--- src/rtl/fvo_pkg.sv ---
`default_nettype none
// ----------------------------------------------------------------------------
// fvo_pkg
// Types and constants shared by the flow vector orientation pipeline.
// ----------------------------------------------------------------------------
package fvo_pkg;

  // Configuration register indexes.
  localparam logic CFG_RADIAN_MODE     = 1'b0;
  localparam logic CFG_CARTESIAN_FRAME = 1'b1;

  // Angle accumulator width, radians in units of 2^-28.
  localparam int ZW        = 31;
  localparam int TABLE_LEN = 24;

  // Product width of the degree scaling multiply.
  localparam int PW = ZW + 31;

  // round(2^16 * 46080 / pi)
  localparam logic signed [30:0] DEG_SCALE = 31'sd961263669;

  localparam logic signed [17:0] DEG_LIMIT = 18'sd23040;
  localparam logic signed [17:0] RAD_LIMIT = 18'sd12868;

  // atan(2^-i) * 2^28, rounded.
  localparam logic signed [ZW-1:0] ATAN_TABLE [TABLE_LEN] = '{
    31'sd210828714, 31'sd124459457, 31'sd65760959, 31'sd33381290,
    31'sd16755422,  31'sd8385879,   31'sd4193963,  31'sd2097109,
    31'sd1048571,   31'sd524287,    31'sd262144,   31'sd131072,
    31'sd65536,     31'sd32768,     31'sd16384,    31'sd8192,
    31'sd4096,      31'sd2048,      31'sd1024,     31'sd512,
    31'sd256,       31'sd128,       31'sd64,       31'sd32
  };

  // Vectors whose angle is known without rotation.
  typedef enum logic [1:0] {
    SPC_NONE,
    SPC_ZERO,
    SPC_POS,
    SPC_NEG
  } spec_t;

  typedef struct packed {
    logic signed [15:0] flow_u;
    logic signed [15:0] flow_v;
    logic               row_last;
  } pix_t;

  typedef struct packed {
    logic signed [15:0] angle;
    logic               row_last_out;
  } ang_t;

  // Control that travels with each word down the pipeline.
  typedef struct packed {
    logic  valid;
    logic  rad;
    logic  row_last;
    spec_t spec;
  } fvo_meta_t;

endpackage
`default_nettype wire

--- src/rtl/fvo_cordic_stage.sv ---
`default_nettype none
// ----------------------------------------------------------------------------
// fvo_cordic_stage
// One registered vectoring micro-rotation: drives y toward zero and
// accumulates the rotation angle.
// ----------------------------------------------------------------------------
module fvo_cordic_stage
  import fvo_pkg::*;
#(
  parameter int XW    = 35,
  parameter int SHIFT = 0
) (
  input  wire logic                   clk,
  input  wire logic                   rst,
  input  wire logic                   en,
  input  wire fvo_meta_t              meta_d,
  input  wire logic signed [XW-1:0]   x_d,
  input  wire logic signed [XW-1:0]   y_d,
  input  wire logic signed [ZW-1:0]   z_d,
  output fvo_meta_t                   meta_q,
  output logic signed [XW-1:0]        x_q,
  output logic signed [XW-1:0]        y_q,
  output logic signed [ZW-1:0]        z_q
);

  localparam logic signed [ZW-1:0] ANGLE = ATAN_TABLE[SHIFT];

  logic signed [XW-1:0] xs;
  logic signed [XW-1:0] ys;
  logic signed [XW-1:0] x_next;
  logic signed [XW-1:0] y_next;
  logic signed [ZW-1:0] z_next;

  always_comb begin
    xs = x_d >>> SHIFT;
    ys = y_d >>> SHIFT;
    if (!y_d[XW-1]) begin
      x_next = x_d + ys;
      y_next = y_d - xs;
      z_next = z_d + ANGLE;
    end else begin
      x_next = x_d - ys;
      y_next = y_d + xs;
      z_next = z_d - ANGLE;
    end
  end

  always_ff @(posedge clk) begin
    if (rst) begin
      meta_q <= '0;
    end else if (en) begin
      meta_q <= meta_d;
    end
  end

  always_ff @(posedge clk) begin
    if (en) begin
      x_q <= x_next;
      y_q <= y_next;
      z_q <= z_next;
    end
  end

endmodule
`default_nettype wire

--- config.mk ---
export PLATFORM = sky130hd
export DESIGN_NAME = fvo_cordic_stage
export DESIGN_NICKNAME = d
export VERILOG_FILES = /design/src/rtl/fvo_pkg.sv /design/src/rtl/fvo_cordic_stage.sv
export SDC_FILE = /design/constraint.sdc
export NUM_CORES = 1
export LEC_CHECK = 0
export BUFFER_PORTS_ARGS = -buffer_cell sky130_fd_sc_hd__buf_4
export CORE_MARGIN = 1
export CORE_UTILIZATION = 44
export DETAILED_ROUTE_END_ITERATION = 8
export PLACE_DENSITY_LB_ADDON = 0.05
export SLEW_MARGIN = 20
export SYNTH_ARGS = -nofsm -noshare
export SYNTH_HDL_FRONTEND = slang
export SYNTH_SLANG_ARGS = --single-unit
--- constraint.sdc ---
create_clock -name clk -period 5.6 [get_ports clk]
set_clock_uncertainty 0.2 [all_clocks]
set_input_delay 1.12 -clock clk [delete_from_list [all_inputs] [get_ports clk]]
set_output_delay 1.12 -clock clk [all_outputs]
set_load 0.005 [all_outputs]
# After elaboration in Yosys (flattened, before gate mapping)
# Index checks and enable logic that the tools add are counted.
# word_totals
regBits,106
inputBits,109
out_inout_bits,106
# op_classes
n_addsub,5
n_mux,3
# op_table
cell,count
35-bit two-way mux,2
35-bit subtractor,2
35-bit adder,1
31-bit by 29-bit adder with 31-bit output (second input constant),1
31-bit two-way mux,1
31-bit by 29-bit subtractor with 31-bit output (second input constant),1

# Depth between registers and ports, before layout
# logic_depth
ltp_word,2
depth_mapped,14

# Worst setup path after synthesis
# Ideal clock, no wire load.
# synth_timing
path_kind,input port to flip-flop
from,in y_d[34]
to,reg z_q[25] (data pin)
setup_ns,0.259
t_arrival_ns,4.452
slack_ns,0.689
path_stages,14
path_cell_list,clkbuf_1 > inv_1 > clkbuf_1 > clkbuf_1 > ha_1 > nor2b_1 > o31a_1 > nor4_1 > o31a_1 > a21oi_1 > a311oi_1 > nor2_1 > a31oi_1 > xnor2_1
# synth_between
elab_chain_len,1
# synth_lines
element,line,source
from (decl),fvo_cordic_stage.sv:18,"input wire logic signed [XW-1:0] y_d,"
31-bit two-way mux,fvo_cordic_stage.sv:37,if (!y_d[XW-1]) begin
named net z_next[25],fvo_cordic_stage.sv:32,logic signed [ZW-1:0] z_next;
to (signal assigned),fvo_cordic_stage.sv:60,z_q <= z_next;
to (decl),fvo_cordic_stage.sv:23,output logic signed [ZW-1:0] z_q
# The timed path passes the listed nets, and every way through them passes these cells.
# A chain may end at the register's enable or synchronous reset.

# Final worst setup path
# layout_timing
from,in y_d[34]
to,reg z_q[27] (data pin)
# The elaborated chain is that of the path after synthesis.

==> flow_summary.toml <==
[timing]
clock.fmax_mhz = 228
maxSlewHeadroom_pct = 39.0
tns_ns = 0
finalHoldViolations = 0
holdWs_ns = 0.305
fin_crit_ns = 4.38
grt_setup_unrepaired = "false"
worst_pin_slew_ns = 0.915
layout_setup_ws_ns = 1.22
setup_viol = 0
period_share_pct = 78.3
drv_slew = 0

[cts]
cts_tree = "yes"
ctsResizeCount = 0
cts_buffer_depth = 2
ctsRootBufferMaster = "clkbuf_16"
insertion_delay_ns = 0.36
h-tree-depth = 3
cts_setup_buffers = 0
hold_buffers = 0
cts_made_buffers = 9
path_clk_slew_ns = 0.08
cts_sinks = 105

[synthesis]
ys_seq_elements = 105
yosysSeqAreaShare_pct = 29.0
synth_edf_count = 100
avgSynthCellArea_sq_um = 8.71
synth_ff_type = "edfxtp_1"
ys_async_sr_fraction_pct = 0
yosysWarningCount = 0
synth_cell_types = 83
netlist_instances = 1230
synth_area_sq_um = 10700
syn_nets = 1473

[critical_path]
cp_common_cell = "o31a_1"
cp.required_ns = 5.51
worstPathCellList = "buf_4 -> inv_2 -> ha_1 -> nor2b_1 -> o31a_1 -> nor4_1 -> o31a_1 -> a21oi_1 -> a311oi_1 -> nor2_1 -> a31oi_1 -> xnor2_1"
criticalPathCategory = "in -> reg"
r2r_start = "meta_q[1]"
crit_path_start_kind = "input pin"
critPathMaxFanout = 24
crit_path_end_kind = "flop"
worstPathArrival_ns = 4.29
r2r_cells = 2
reg2reg_to = "meta_q[1]"
crit_slowest_cell = "a311oi_1"
r2r_setup_slack_ns = 4.81
crit_end = "z_q[27]"
crit_path_max_incr_delay_ns = 0.59
cp-startpoint = "y_d[34]"

[power_and_ir_drop]
vdd_drop_max_mv = 0.136
leakagePower_nw = 5.70
share_comb_of_total_power_pct = 41.1
pwr-share-seq_pct = 36.2
netSwitchingPower_w = 0.00107
internal_power_w = 0.00189
clkPwrFrac_pct = 22.7
power_w = 0.00296
power_density_nw_per_um2 = 230
power_switching_share_pct = 36.0

[grt]
antenna_found_initial = 0
grt_max_degree = 83
grt_use_total_pct = 25.7
grt_pass1_wl_um = 49700
overflow = 0
grt_pass1_vias = 9339

[final_layout]
antenna_cells = 0
layout_common_cells = "buf_4, a21oi_1, ha_1"
final_common_cell = "buf_4"
syn_to_final_growth_pct = 20.0
nNetsFinal = 1652
fillCellCount = 2260
drive_gt1_share_pct = 18.7
finalNonFillerCells = 1733

[placed_design]
gp_congestion = 0.927
port_buffers = 214
preCtsSetupSlack_ns = 0.845
place_inst = 1717
post-dp-hpwl_um = 25300

[floorplan]
start_util_pct = 45.2
design.die.area_sq_um = 25000
row_count = 56
die_y_um = 158
ios = 215
core-area_sq_um = 23700
die_w_um = 158

[outcome]
status = "completed"

[worst_hold_path]
hp-class = "reg -> reg"

[route]
drc = 0
vias = 9955
antenna_left = 0
wl_um = 32500
firstDrtPassIters = 6
vias_per_cell = 5.74
drt-initial-drc-count = 766
wire_per_inst_um = 18.8

[run]
maxCapViolCount = 0
-- power groups by stage --
stage / clock, W / combinational (W) / sequential (W)
finish: 0.000672 / 0.00122 / 0.00107
global route: 0.000712 / 0.00132 / 0.00108
floorplan: 0 / 0.000695 / 0.00110
detailed placement: 0 / 0.00120 / 0.00109
CTS: 0.000691 / 0.00121 / 0.00107
global placement: 0 / 0.00120 / 0.00109
-- state kept, by name, summed over array words and instances, names as in the netlist --
| name | flops |
|---|---|
| meta_q | 5 |
| x_q | 35 |
| y_q | 34 |
| z_q | 31 |
-- area by class of cell --
type                       instances  area, sq um  area share, %
sequential                       105         3100           24.2
clock inverter                     7         82.6          0.643
tap                              319          399           3.11
inverter                         113          424           3.30
clock buffer                       9          225           1.75
multi-input combinational        959         6960           54.1
timing repair buffer             221         1660           12.9
-- how the worst min path moves through the flow --
stage          startpoint   endpoint  slack [ns]  cells past startpoint
2_1_floorplan   meta_q[0]  meta_q[0]        0.29                      2
3_3_place_gp    meta_q[1]  meta_q[1]        0.28                      2
3_5_place_dp    meta_q[4]  meta_q[4]        0.29                      2
4_1_cts         meta_q[4]  meta_q[4]        0.31                      2
5_1_grt         meta_q[3]  meta_q[3]        0.33                      2
6_report        meta_q[3]  meta_q[3]        0.31                      2
-- per-stage QoR --
stage | util, % | cell area (sq um)
finish | 54.3 | 12800
global route | 54.3 | 12800
CTS | 54.3 | 12800
detailed placement | 53.0 | 12500
global placement | 53.0 | 12500
floorplan | - | 10700
-- per-layer routing --
layer	global-route usage (%)	up-vias	part of all wire (%)
li1	-	4813	-
met1	34.0	4707	44
met2	43.8	383	47
met3	2.16	52	5.9
met4	8.79	0	2.6
met5	0	-	0
-- logic make-up after synthesis --
group	count (synthesis)	share of synthesized area [%]
AOI/OAI and AO/OA	413	25.9
buffers and inverters	166	6.10
adders and majority gates	134	15.9
DFF	105	29.0
xor gates and xnor gates	89	7.28
and+or+nand+nor	303	14.0
muxes	20	1.88
-- synth_stat cells (9+ instances only) --
| library cell | number | area share [%] |
|---|---|---|
| buf_2 | 9 | 0.42 |
| nand2_1 | 50 | 1.8 |
| o21bai_1 | 28 | 2.0 |
| o21a_1 | 14 | 0.98 |
| o21ai_0 | 67 | 3.1 |
| a31oi_1 | 16 | 0.93 |
| xnor2_1 | 77 | 6.3 |
| nand2b_1 | 17 | 0.99 |
| a21oi_1 | 139 | 6.5 |
| nor2b_1 | 17 | 0.99 |
| mux2i_1 | 19 | 1.8 |
| nor3_1 | 20 | 0.93 |
| clkbuf_1 | 37 | 1.3 |
| a211oi_1 | 12 | 0.84 |
| nand3_1 | 16 | 0.75 |
| nor2_1 | 110 | 3.9 |
| a21o_1 | 40 | 2.8 |
| and3_1 | 10 | 0.58 |
| nand4_1 | 17 | 0.99 |
| ha_1 | 130 | 15 |
| o211ai_1 | 18 | 1.3 |
| edfxtp_1 | 100 | 28 |
| xor2_1 | 12 | 0.98 |
| inv_1 | 109 | 3.8 |
| or3_1 | 13 | 0.76 |
| o31ai_1 | 13 | 0.91 |
-- worst max-delay path, delay by kind of cell --
| kind | cells | cell delay (ns) |
|---|---|---|
| buf+inv | 2 | 0.59 |
| compound gates | 5 | 1.47 |
| xor+xnor | 1 | 0.08 |
| fa+ha+maj | 1 | 0.41 |
| simple gates | 3 | 0.61 |
No activity file was read; power rests on OpenSTA's default activity.
